### src/rtl/core/dper_pkg.sv
// Shared types and constants for the dual presence event reporter.
`timescale 1ns / 1ps

package dper_pkg;

  // Distance code that a sensor sends when it has no reading.
  localparam logic [15:0] NO_DATA = 16'hFFFF;

  // Configuration register indexes.
  localparam logic [2:0] REG_NEAR_MM         = 3'd0;
  localparam logic [2:0] REG_FAR_MM          = 3'd1;
  localparam logic [2:0] REG_PAYLOAD_MODE    = 3'd2;
  localparam logic [2:0] REG_GUARD_TICKS     = 3'd3;
  localparam logic [2:0] REG_HEARTBEAT_TICKS = 3'd4;
  localparam logic [2:0] REG_DAILY_BUDGET    = 3'd5;
  localparam logic [2:0] REG_DAY_TICKS       = 3'd6;

  // Configuration reset values.
  localparam logic [15:0] NEAR_MM_RESET         = 16'd300;
  localparam logic [15:0] FAR_MM_RESET          = 16'd500;
  localparam logic [23:0] GUARD_TICKS_RESET     = 24'd1;
  localparam logic [23:0] HEARTBEAT_TICKS_RESET = 24'd0;
  localparam logic [15:0] DAILY_BUDGET_RESET    = 16'd0;
  localparam logic [23:0] DAY_TICKS_RESET       = 24'd86400;

  // Payload modes; the fourth code behaves as flags only.
  typedef enum logic [1:0] {
    MODE_RAW       = 2'd0,
    MODE_FLAGS     = 2'd1,
    MODE_BOTH      = 2'd2,
    MODE_FLAGS_ALT = 2'd3
  } mode_t;

  // Payload lengths in bytes.
  localparam logic [2:0] LEN_NONE  = 3'd0;
  localparam logic [2:0] LEN_FLAGS = 3'd1;
  localparam logic [2:0] LEN_RAW   = 3'd4;
  localparam logic [2:0] LEN_BOTH  = 3'd5;

  // Last sent flags value meaning no report has been accepted yet.
  localparam logic [7:0] FLAGS_NONE = 8'hFF;

  // Saturation limit of the per-window report counter.
  localparam logic [15:0] SENT_MAX = 16'hFFFF;

  // One result item.
  typedef struct packed {
    logic        send;
    logic        dropped;
    logic [1:0]  presence_flags;
    logic [15:0] report_a;
    logic [15:0] report_b;
    logic [2:0]  payload_bytes;
  } result_t;

endpackage

### src/rtl/core/dual_presence_event_reporter.sv
// Top level of the dual presence event reporter.
`timescale 1ns / 1ps

// Takes one sample tick per input transfer and returns exactly one result per
// tick. A tick is accepted in every cycle unless in_ready is low: the
// hysteresis flags, the guard, heartbeat and budget checks are evaluated
// combinationally from the input and the state registers, and the result
// lands in an output register backed by a one-entry skid register, so
// in_ready only drops when both hold results that the sink has not taken.
// Tick counts are kept as elapsed counts since the last report and since the
// window start, 32 bits wide and wrapping. Configuration writes take effect
// at once and must only be made while no tick is in flight.
module dual_presence_event_reporter (
  input  logic        clk,
  input  logic        rst,
  // Configuration write port
  input  logic        cfg_write,
  input  logic [2:0]  cfg_index,
  input  logic [23:0] cfg_data,
  // Input channel
  input  logic        in_valid,
  output logic        in_ready,
  input  logic [15:0] dist_a,
  input  logic [15:0] dist_b,
  // Output channel
  output logic        out_valid,
  input  logic        out_ready,
  output logic        send,
  output logic        dropped,
  output logic [1:0]  presence_flags,
  output logic [15:0] report_a,
  output logic [15:0] report_b,
  output logic [2:0]  payload_bytes
);

  import dper_pkg::*;

  // Configuration registers
  logic [15:0] near_mm;
  logic [15:0] far_mm;
  mode_t       payload_mode;
  logic [23:0] guard_ticks;
  logic [23:0] heartbeat_ticks;
  logic [15:0] daily_budget;
  logic [23:0] day_ticks;

  // Tracking state
  logic        near_a;
  logic        near_b;
  logic [7:0]  last_sent_flags;
  logic [31:0] since_send;
  logic [31:0] since_window;
  logic [15:0] sent_in_window;

  // Output register and skid register
  logic        o_valid;
  result_t     o_data;
  logic        s_valid;
  result_t     s_data;

  // Evaluation signals
  logic        accept;
  logic        near_a_next;
  logic        near_b_next;
  logic [1:0]  flags;
  logic [31:0] since_window_inc;
  logic        window_restart;
  logic [15:0] sent_base;
  logic [31:0] since_send_inc;
  logic        changed;
  logic        guard_ok;
  logic        heartbeat;
  logic        want;
  logic        budget_ok;
  logic        send_now;
  result_t     res;

  // Hysteresis update of one sensor flag.
  function automatic logic hysteresis(input logic prev, input logic [15:0] mm,
                                      input logic [15:0] near_lim,
                                      input logic [15:0] far_lim);
    logic r;
    r = prev;
    if (mm != NO_DATA) begin
      if (!prev && (mm < near_lim)) begin
        r = 1'b1;
      end else if (prev && (mm > far_lim)) begin
        r = 1'b0;
      end
    end
    return r;
  endfunction

  assign in_ready = !s_valid;
  assign accept   = in_valid && in_ready;

  // Configuration register writes.
  always_ff @(posedge clk) begin
    if (rst) begin
      near_mm         <= NEAR_MM_RESET;
      far_mm          <= FAR_MM_RESET;
      payload_mode    <= MODE_FLAGS;
      guard_ticks     <= GUARD_TICKS_RESET;
      heartbeat_ticks <= HEARTBEAT_TICKS_RESET;
      daily_budget    <= DAILY_BUDGET_RESET;
      day_ticks       <= DAY_TICKS_RESET;
    end else if (cfg_write) begin
      unique case (cfg_index)
        REG_NEAR_MM:         near_mm         <= cfg_data[15:0];
        REG_FAR_MM:          far_mm          <= cfg_data[15:0];
        REG_PAYLOAD_MODE:    payload_mode    <= mode_t'(cfg_data[1:0]);
        REG_GUARD_TICKS:     guard_ticks     <= cfg_data;
        REG_HEARTBEAT_TICKS: heartbeat_ticks <= cfg_data;
        REG_DAILY_BUDGET:    daily_budget    <= cfg_data[15:0];
        REG_DAY_TICKS:       day_ticks       <= cfg_data;
        default: ;
      endcase
    end
  end

  // Flag update and report decision for the offered tick.
  always_comb begin
    near_a_next      = hysteresis(near_a, dist_a, near_mm, far_mm);
    near_b_next      = hysteresis(near_b, dist_b, near_mm, far_mm);
    flags            = {near_b_next, near_a_next};

    since_window_inc = since_window + 32'd1;
    window_restart   = since_window_inc >= {8'd0, day_ticks};
    sent_base        = window_restart ? 16'd0 : sent_in_window;

    since_send_inc   = since_send + 32'd1;
    changed          = {6'd0, flags} != last_sent_flags;
    guard_ok         = since_send_inc >= {8'd0, guard_ticks};
    heartbeat        = (heartbeat_ticks != 24'd0) &&
                       (since_send_inc >= {8'd0, heartbeat_ticks});
    want             = (changed && guard_ok) || heartbeat;
    budget_ok        = (daily_budget == 16'd0) || (sent_base < daily_budget);
    send_now         = want && budget_ok;

    if (payload_mode == MODE_RAW) begin
      res.send           = 1'b1;
      res.dropped        = 1'b0;
      res.presence_flags = 2'd0;
      res.report_a       = dist_a;
      res.report_b       = dist_b;
      res.payload_bytes  = LEN_RAW;
    end else begin
      res.send           = send_now;
      res.dropped        = want && !budget_ok;
      res.presence_flags = flags;
      if (send_now && (payload_mode == MODE_BOTH)) begin
        res.report_a      = dist_a;
        res.report_b      = dist_b;
        res.payload_bytes = LEN_BOTH;
      end else begin
        res.report_a      = 16'd0;
        res.report_b      = 16'd0;
        res.payload_bytes = send_now ? LEN_FLAGS : LEN_NONE;
      end
    end
  end

  // State update on each accepted tick; raw mode leaves the state alone.
  always_ff @(posedge clk) begin
    if (rst) begin
      near_a          <= 1'b0;
      near_b          <= 1'b0;
      last_sent_flags <= FLAGS_NONE;
      since_send      <= 32'd0;
      since_window    <= 32'd0;
      sent_in_window  <= 16'd0;
    end else if (accept && (payload_mode != MODE_RAW)) begin
      near_a       <= near_a_next;
      near_b       <= near_b_next;
      since_window <= window_restart ? 32'd0 : since_window_inc;
      since_send   <= want ? 32'd0 : since_send_inc;
      if (want) begin
        last_sent_flags <= {6'd0, flags};
      end
      if (send_now && (sent_base != SENT_MAX)) begin
        sent_in_window <= sent_base + 16'd1;
      end else begin
        sent_in_window <= sent_base;
      end
    end
  end

  // Output register with skid register behind it.
  always_ff @(posedge clk) begin
    if (rst) begin
      o_valid <= 1'b0;
      s_valid <= 1'b0;
    end else if (!o_valid || out_ready) begin
      if (s_valid) begin
        o_valid <= 1'b1;
        s_valid <= 1'b0;
      end else begin
        o_valid <= accept;
      end
    end else if (accept) begin
      s_valid <= 1'b1;
    end
  end

  // Result payload registers.
  always_ff @(posedge clk) begin
    if (!o_valid || out_ready) begin
      o_data <= s_valid ? s_data : res;
    end else if (accept) begin
      s_data <= res;
    end
  end

  assign out_valid      = o_valid;
  assign send           = o_data.send;
  assign dropped        = o_data.dropped;
  assign presence_flags = o_data.presence_flags;
  assign report_a       = o_data.report_a;
  assign report_b       = o_data.report_b;
  assign payload_bytes  = o_data.payload_bytes;

endmodule

### config.mk
export PLATFORM = sky130hd
export DESIGN_NAME = dual_presence_event_reporter
export DESIGN_NICKNAME = d
export VERILOG_FILES = /design/src/rtl/core/dper_pkg.sv /design/src/rtl/core/dual_presence_event_reporter.sv
export SDC_FILE = /design/constraint.sdc
export NUM_CORES = 1
export LEC_CHECK = 0
export BUFFER_PORTS_ARGS = -buffer_cell sky130_fd_sc_hd__buf_2
export CORE_MARGIN = 1
export CORE_UTILIZATION = 48
export CTS_CLUSTER_DIAMETER = 50
export DETAILED_ROUTE_END_ITERATION = 12
export PLACE_DENSITY = 0.67
export SETUP_SLACK_MARGIN = 0.15
export SYNTH_ARGS = -nofsm -noshare
export SYNTH_HDL_FRONTEND = slang
export SYNTH_SLANG_ARGS = --single-unit
### constraint.sdc
create_clock -name clk -period 7.9 [get_ports clk]
set_input_delay 0.79 -clock clk [delete_from_list [all_inputs] [get_ports clk]]
set_output_delay 0.79 -clock clk [all_outputs]
set_load 0.03 [all_outputs]
==> results.json, run 1 <==
{
  "rsz0062_at_grt": "false",
  "portBuffers": 103,
  "synth_edf_count": 76,
  "setup_viol": 0,
  "die_h_um": 185.7,
  "synth_warnings": 0,
  "path_buf_inv": 2,
  "rr_startpoint": "since_window[11]",
  "p_sw_share_pct": 26.99,
  "final_cells": 2445,
  "maxCapViolCount": 0,
  "status": "finished, final reports clean",
  "finalSetupTns_ps": 0,
  "ff2ff_setup_slack_ps": 1140,
  "startpoint_type": "flip-flop",
  "clockBufferDepth": 3,
  "wl_per_cell_um": 18.17,
  "ys_seq_elements": 285,
  "power_density_mw_per_mm2": 216.8,
  "rr_worst_depth": 23,
  "htreeDepth": 2,
  "dp_hpwl_mm": 31.41,
  "hold_buffers": 0,
  "cts.clk_slew.worst_paths_ps": 60,
  "p_leak_uw": 0.007253,
  "cts_root_buffer": "clkbuf_16",
  "setup_ws_ps": 1143,
  "holdPathStages": 2,
  "syn-num-nets": 2117,
  "drtPass1Iterations": 5,
  "cp-end-kind": "flip-flop",
  "tightest_slew_ps": 1162,
  "drive_gt1_share_pct": 10.99,
  "path_common_cell": "nand2_1",
  "clk_latency_ps": 540,
  "skew_ps": 13.51,
  "cts_resized": 0,
  "first_global_vias": 13390,
  "clkPwrFrac_pct": 47.8,
  "cts_tree": "done",
  "io_pins": 105,
  "grt_usage_pct": 25.98,
  "post-route-period-util_pct": 85.53,
  "dp_cells": 2373,
  "max_stage_delay_ps": 910,
  "hp-class": "flip-flop to flip-flop",
  "globalplace.congestion": 0.9255,
  "synth.distinct_cells": 84,
  "overflow": 0,
  "synth_common_cells": "nand2_1 (354), dfxtp_1 (209), a21oi_1 (205)",
  "dpl_cell_area_mm2": 0.01706,
  "via_per_inst": 5.747,
  "synth_area_leaders": "dfxtp_1 (26%), edfxtp_1 (14%), ha_1 (12%), nand2_1 (8.2%), a21oi_1 (6.3%)",
  "syn_avg_cell_area_um2": 8.519,
  "r2r_end": "report_a[2]",
  "post-route-min-period_ps": 6757,
  "comb_power_share_pct": 12.9,
  "syn_inst": 1902,
  "finalHoldViolCount": 0,
  "ant_nets": 0,
  "start_util_pct": 49.30,
  "die_area_mm2": 0.03450,
  "fillerInstances": 3061,
  "critPathRequiredTime_ps": 8180,
  "synth-seq-area-share_pct": 39.91,
  "async_flop_share_pct": 0,
  "critPathSlowestCell": "nor4_1",
  "multi_input_area_mm2": 0.008871,
  "routed_wl_mm": 44.43,
  "cp_cell_sequence": "nand3_1 -> nor4_1 -> nand2_1 -> xnor2_1 -> ha_1 -> nand2_1 -> nor4_1 -> o311ai_0 -> a311oi_1 -> nor4_1 -> and3_1 -> and2_1 -> ha_1 -> nand2_1 -> nor3_1 -> nand2_1 -> a2111oi_0 -> a21oi_1 -> buf_4 -> o21ai_2 -> a211oi_4 -> buf_4 -> a22o_1",
  "hold_path.startpoint": "day_ticks[20]",
  "drc": 0,
  "fmax_mhz": 148.0,
  "antenna_found_initial": 1,
  "seqCellArea_mm2": 0.006466,
  "grt_start_max_net_pins": 100,
  "p_int_uw": 2925,
  "path_depth": 23,
  "crit_arrival_ps": 7040,
  "syn_area_mm2": 0.01620,
  "final_cell_area_mm2": 0.01848,
  "min_to": "day_ticks[20]",
  "synth_top_area_share_pct": 25.82,
  "grt_pass1_wl_mm": 71.01,
  "synthFlopType": "dfxtp_1",
  "synth.most_common_cell": "nand2_1",
  "synth_area_leader_cell": "dfxtp_1",
  "core_mm2": 0.03287,
  "path_class": "flip-flop to flip-flop",
  "vdd_ir_drop_max_mv": 0.1475,
  "report.final.slew_viol_count": 0,
  "core.rowCount": 66,
  "seq_power_share_pct": 39.4,
  "crit_family": "simple AND/OR/NAND/NOR gates",
  "path_max_fanout": 33,
  "drt_iter0_markers": 1065,
  "clock-sinks": 285,
  "dr_total_vias": 14050,
  "slew_headroom_pct": 21.54,
  "place_ws_ps": 1322,
  "die_x_um": 185.7,
  "power.switching_uw": 1081,
  "postCtsSetupRepairBufs": 0,
  "cts_buffers": 39,
  "area_growth_pct": 14.05,
  "fin_nets": 2187
}
==> state kept, by name, indices dropped and copies added (netlist names), 2 cells and up <==
signal	cells
since_send	32
report_a	16
presence_flags	2
guard_ticks	24
heartbeat_ticks	24
sent_in_window	16
daily_budget	16
report_b	16
payload_mode	2
near_mm	16
payload_bytes	2
last_sent_flags	3
since_window	32
day_ticks	24
s_data	38
far_mm	16
==> routing by layer <==
| layer | GRT usage, % | wire length (um) |
|---|---|---|
| met1 | 34.97 | 20190 |
| met2 | 42.37 | 20470 |
| met3 | 3.600 | 2542 |
| met4 | 9.311 | 1235 |
| met5 | 0 | 0 |
==> cell usage in the layout (no fill, tap or decap), types with 6 or more instances in the layout <==
cell type and n:
a211oi_1 13, a21o_1 37, a21oi_1 205, a22o_1 32, a31o_1 9, a31o_2 6, a31oi_1 6, and2_1 55
and3_1 20, buf_2 102, buf_4 16, bufinv_16 7, clkbuf_16 41, dfxtp_1 209, edfxtp_1 76, ha_1 151
inv_1 140, nand2_1 354, nand2b_1 7, nand3_1 69, nand4_1 52, nor2_1 65, nor2b_1 10, nor3_1 24
nor4_1 27, o211ai_1 20, o21a_1 9, o21ai_0 32, o31ai_1 8, or3_1 14, or4_1 18, xnor2_1 44
xor2_1 9
==> logic make-up (layout without fill, tap and decap cells) <==
logic type | after synthesis | in the layout | share of synthesized area (%)
flops | 285 | 285 | 39.91
mux | 8 | 8 | 0.5251
simple gates | 747 | 747 | 22.24
xor+xnor | 53 | 53 | 2.865
buf+inv | 231 | 331 | 5.606
fa+ha+maj | 151 | 151 | 11.66
compound gates | 426 | 426 | 17.17
other cells | 1 | 2 | 0.02314
==> layout make-up <==
type	count	share of cell area, %
antenna	1	0.01354
clock buffer	48	5.856
clock inverter	23	1.808
inverter	141	2.864
multi-input combinational	1386	48.00
sequential	285	34.99
tap	442	2.993
timing repair buffer	119	3.473
==> worst max path at each step <==
stage	startpoint	endpoint	slack, ps
after global placement	since_window[0]	report_b[12]	1610
after CTS	since_window[11]	report_a[2]	1250
final	since_window[11]	report_a[2]	1140
after detailed placement	since_window[7]	report_a[2]	1320
after global routing	since_window[0]	report_a[15]	730
after floorplan	since_window[5]	report_a[10]	2290
==> worst min-delay path: cells and delay by family, from the launching register on <==
kind	cells	cell delay (ps)
AOI/OAI and AO/OA	1	50
DFF	1	300
and+or+nand+nor	1	50
==> per-stage QoR <==
stage	power, uW	hold WS, ps	utilization [%]
4_1_cts	4023	456.3	56.22
3_5_place_dp	2117	448.2	51.91
3_3_place_gp	2106	442.8	51.91
2_1_floorplan	1933	436.3	-
6_report	4006	453.9	56.23
5_1_grt	4149	478.5	56.23
==> power groups by stage <==
stage	clock, uW	combinational [uW]	sequential [uW]
6_report	1910	515	1580
5_1_grt	2010	559	1580
4_1_cts	1930	513	1580
3_5_place_dp	0	510	1610
3_3_place_gp	0	500	1610
2_1_floorplan	0	290	1640
Note: power is estimated with default switching activity, not from simulation.
==> inputs of run 2 (changes only) <==
--- a/config.mk
+++ b/config.mk
@@ -6,7 +6,7 @@
 export NUM_CORES = 1
 export LEC_CHECK = 0
 export BUFFER_PORTS_ARGS = -buffer_cell sky130_fd_sc_hd__buf_2
-export CORE_MARGIN = 1
+export CORE_MARGIN = 4
 export CORE_UTILIZATION = 48
 export CTS_CLUSTER_DIAMETER = 50
 export DETAILED_ROUTE_END_ITERATION = 12
==> constraint.sdc (replaced) <==
create_clock -name clk -period 7.9 [get_ports clk]
set_input_delay 1.58 -clock clk [delete_from_list [all_inputs] [get_ports clk]]
set_output_delay 1.58 -clock clk [all_outputs]
set_load 0.03 [all_outputs]
==> results.json, run 2 (synthesized netlist as in run 1, its figures left out) <==
{
  "area_growth_pct": 12.50,
  "cp-end-kind": "flip-flop",
  "finalSetupTns_ps": 0,
  "clkPwrFrac_pct": 43.3,
  "die_h_um": 191.7,
  "fmax_mhz": 150.0,
  "crit_arrival_ps": 7060,
  "hold_buffers": 0,
  "comb_power_share_pct": 14.0,
  "post-route-period-util_pct": 84.40,
  "die_x_um": 191.7,
  "cts_root_buffer": "clkbuf_16",
  "grt_usage_pct": 23.88,
  "drt_iter0_markers": 974,
  "portBuffers": 103,
  "drive_gt1_share_pct": 10.68,
  "critPathRequiredTime_ps": 8290,
  "postCtsSetupRepairBufs": 0,
  "core_mm2": 0.03345,
  "ant_nets": 0,
  "wl_per_cell_um": 18.12,
  "holdPathStages": 2,
  "antenna_found_initial": 1,
  "clockBufferDepth": 3,
  "seq_power_share_pct": 42.7,
  "drtPass1Iterations": 5,
  "cts.clk_slew.worst_paths_ps": 60,
  "skew_ps": 21.95,
  "hp-class": "flip-flop to flip-flop",
  "setup_viol": 0,
  "power_density_mw_per_mm2": 202.6,
  "globalplace.congestion": 0.9063,
  "core.rowCount": 67,
  "maxCapViolCount": 0,
  "min_to": "guard_ticks[1]",
  "overflow": 0,
  "cts_tree": "done",
  "io_pins": 105,
  "rr_startpoint": "since_window[0]",
  "startpoint_type": "flip-flop",
  "regMostFlops": "s_data",
  "total_power_uw": 3693,
  "report.final.slew_viol_count": 0,
  "drc": 0,
  "largest_reg_flops": 38,
  "cts_buffers": 36,
  "power.switching_uw": 1034,
  "reg_top3": "s_data (38), since_send (32), since_window (32)",
  "fin_util_pct": 54.50,
  "die_area_mm2": 0.03676,
  "cts_resized": 0,
  "path_max_fanout": 33,
  "p_int_uw": 2659,
  "first_global_vias": 13390,
  "ff2ff_setup_slack_ps": 1230,
  "rr_worst_depth": 25,
  "final_cells": 2444,
  "path_class": "flip-flop to flip-flop",
  "status": "finished, final reports clean",
  "vdd_ir_drop_max_mv": 0.1523,
  "fin_nets": 2183,
  "start_util_pct": 48.44,
  "grt_start_max_net_pins": 72,
  "p_leak_uw": 0.007134,
  "dr_total_vias": 13990,
  "finalHoldViolCount": 0,
  "slew_headroom_pct": 17.91,
  "clk_latency_ps": 520,
  "post-route-min-period_ps": 6667,
  "r2r_end": "report_b[4]",
  "p_sw_share_pct": 28.00,
  "hold_path.startpoint": "guard_ticks[1]",
  "via_per_inst": 5.722,
  "grt_pass1_wl_mm": 71.12,
  "layout_commonest_cell": "nand2_1",
  "dp_hpwl_mm": 31.70,
  "htreeDepth": 2,
  "clock-sinks": 285,
  "tightest_slew_ps": 1225,
  "fillerInstances": 3103,
  "final_cell_mix": "nand2_1 (354), dfxtp_1 (209), a21oi_1 (205)",
  "dp_cells": 2378,
  "routed_wl_mm": 44.28,
  "rsz0062_at_grt": "false"
}
-- run 2: worst max path at each step --
stage                    start      endpoint  slack (ps)
3_5_place_dp   since_window[0]  report_a[14]        1320
2_1_floorplan  since_window[5]  report_a[10]        2290
5_1_grt        since_window[0]  report_a[14]         670
3_3_place_gp   since_window[0]   report_b[9]        1480
4_1_cts        since_window[0]  report_a[14]        1290
6_report       since_window[0]   report_b[4]        1230
-- run 2: final cells by class --
| type | count | area, um2 | area share (%) |
|---|---|---|---|
| clock inverters | 20 | 190.2 | 1.043 |
| diodes | 1 | 2.502 | 0.01373 |
| inverters | 141 | 529.3 | 2.903 |
| flip-flops and latches | 285 | 6466 | 35.47 |
| well taps | 448 | 560.5 | 3.075 |
| repair buffers | 118 | 634.4 | 3.480 |
| multi-input cells | 1386 | 8871 | 48.67 |
| clock buffers | 45 | 974.7 | 5.347 |
-- run 2: critical path: stages, from the launching register on --
cell	delay, ps
dfxtp_1	420
ha_1	310
nand4_1	270
or3_1	530
nor2_1	250
nand3_1	130
xnor2_1	210
ha_1	280
a21o_1	160
a21oi_1	150
o21ai_0	100
nor4_1	320
and3_1	640
and2_1	240
ha_1	240
a21o_1	160
a21o_1	170
a21oi_1	130
o21ai_0	100
nand3_1	90
a41oi_1	150
a21oi_1	410
o21ai_2	210
a211oi_4	270
buf_4	370
a22o_1	190
-- run 2: layer usage --
layer	global-route usage, %	vias up	share of wire (%)
li1	-	6907	-
met4	8.260	0	3.3
met1	32.83	6587	45
met5	0	-	0
met3	3.653	97	5.9
met2	38.46	394	45
-- run 2: stage by stage --
step	hold WS [ps]	instance area, um2	setup WS, ps
floorplan	436.3	16200	2291
global placement	443.3	17060	1483
detailed placement	446.5	17060	1319
CTS	454.8	18230	1288
global route	474.3	18230	666.0
finish	454.2	18230	1233
-- run 2: power groups by stage --
stage / registers [uW] / clock network [uW] / logic (uW)
2_1_floorplan: 1640 / 0 / 290
3_3_place_gp: 1610 / 0 / 502
3_5_place_dp: 1610 / 0 / 509
4_1_cts: 1580 / 1630 / 512
5_1_grt: 1580 / 1700 / 562
6_report: 1580 / 1600 / 518
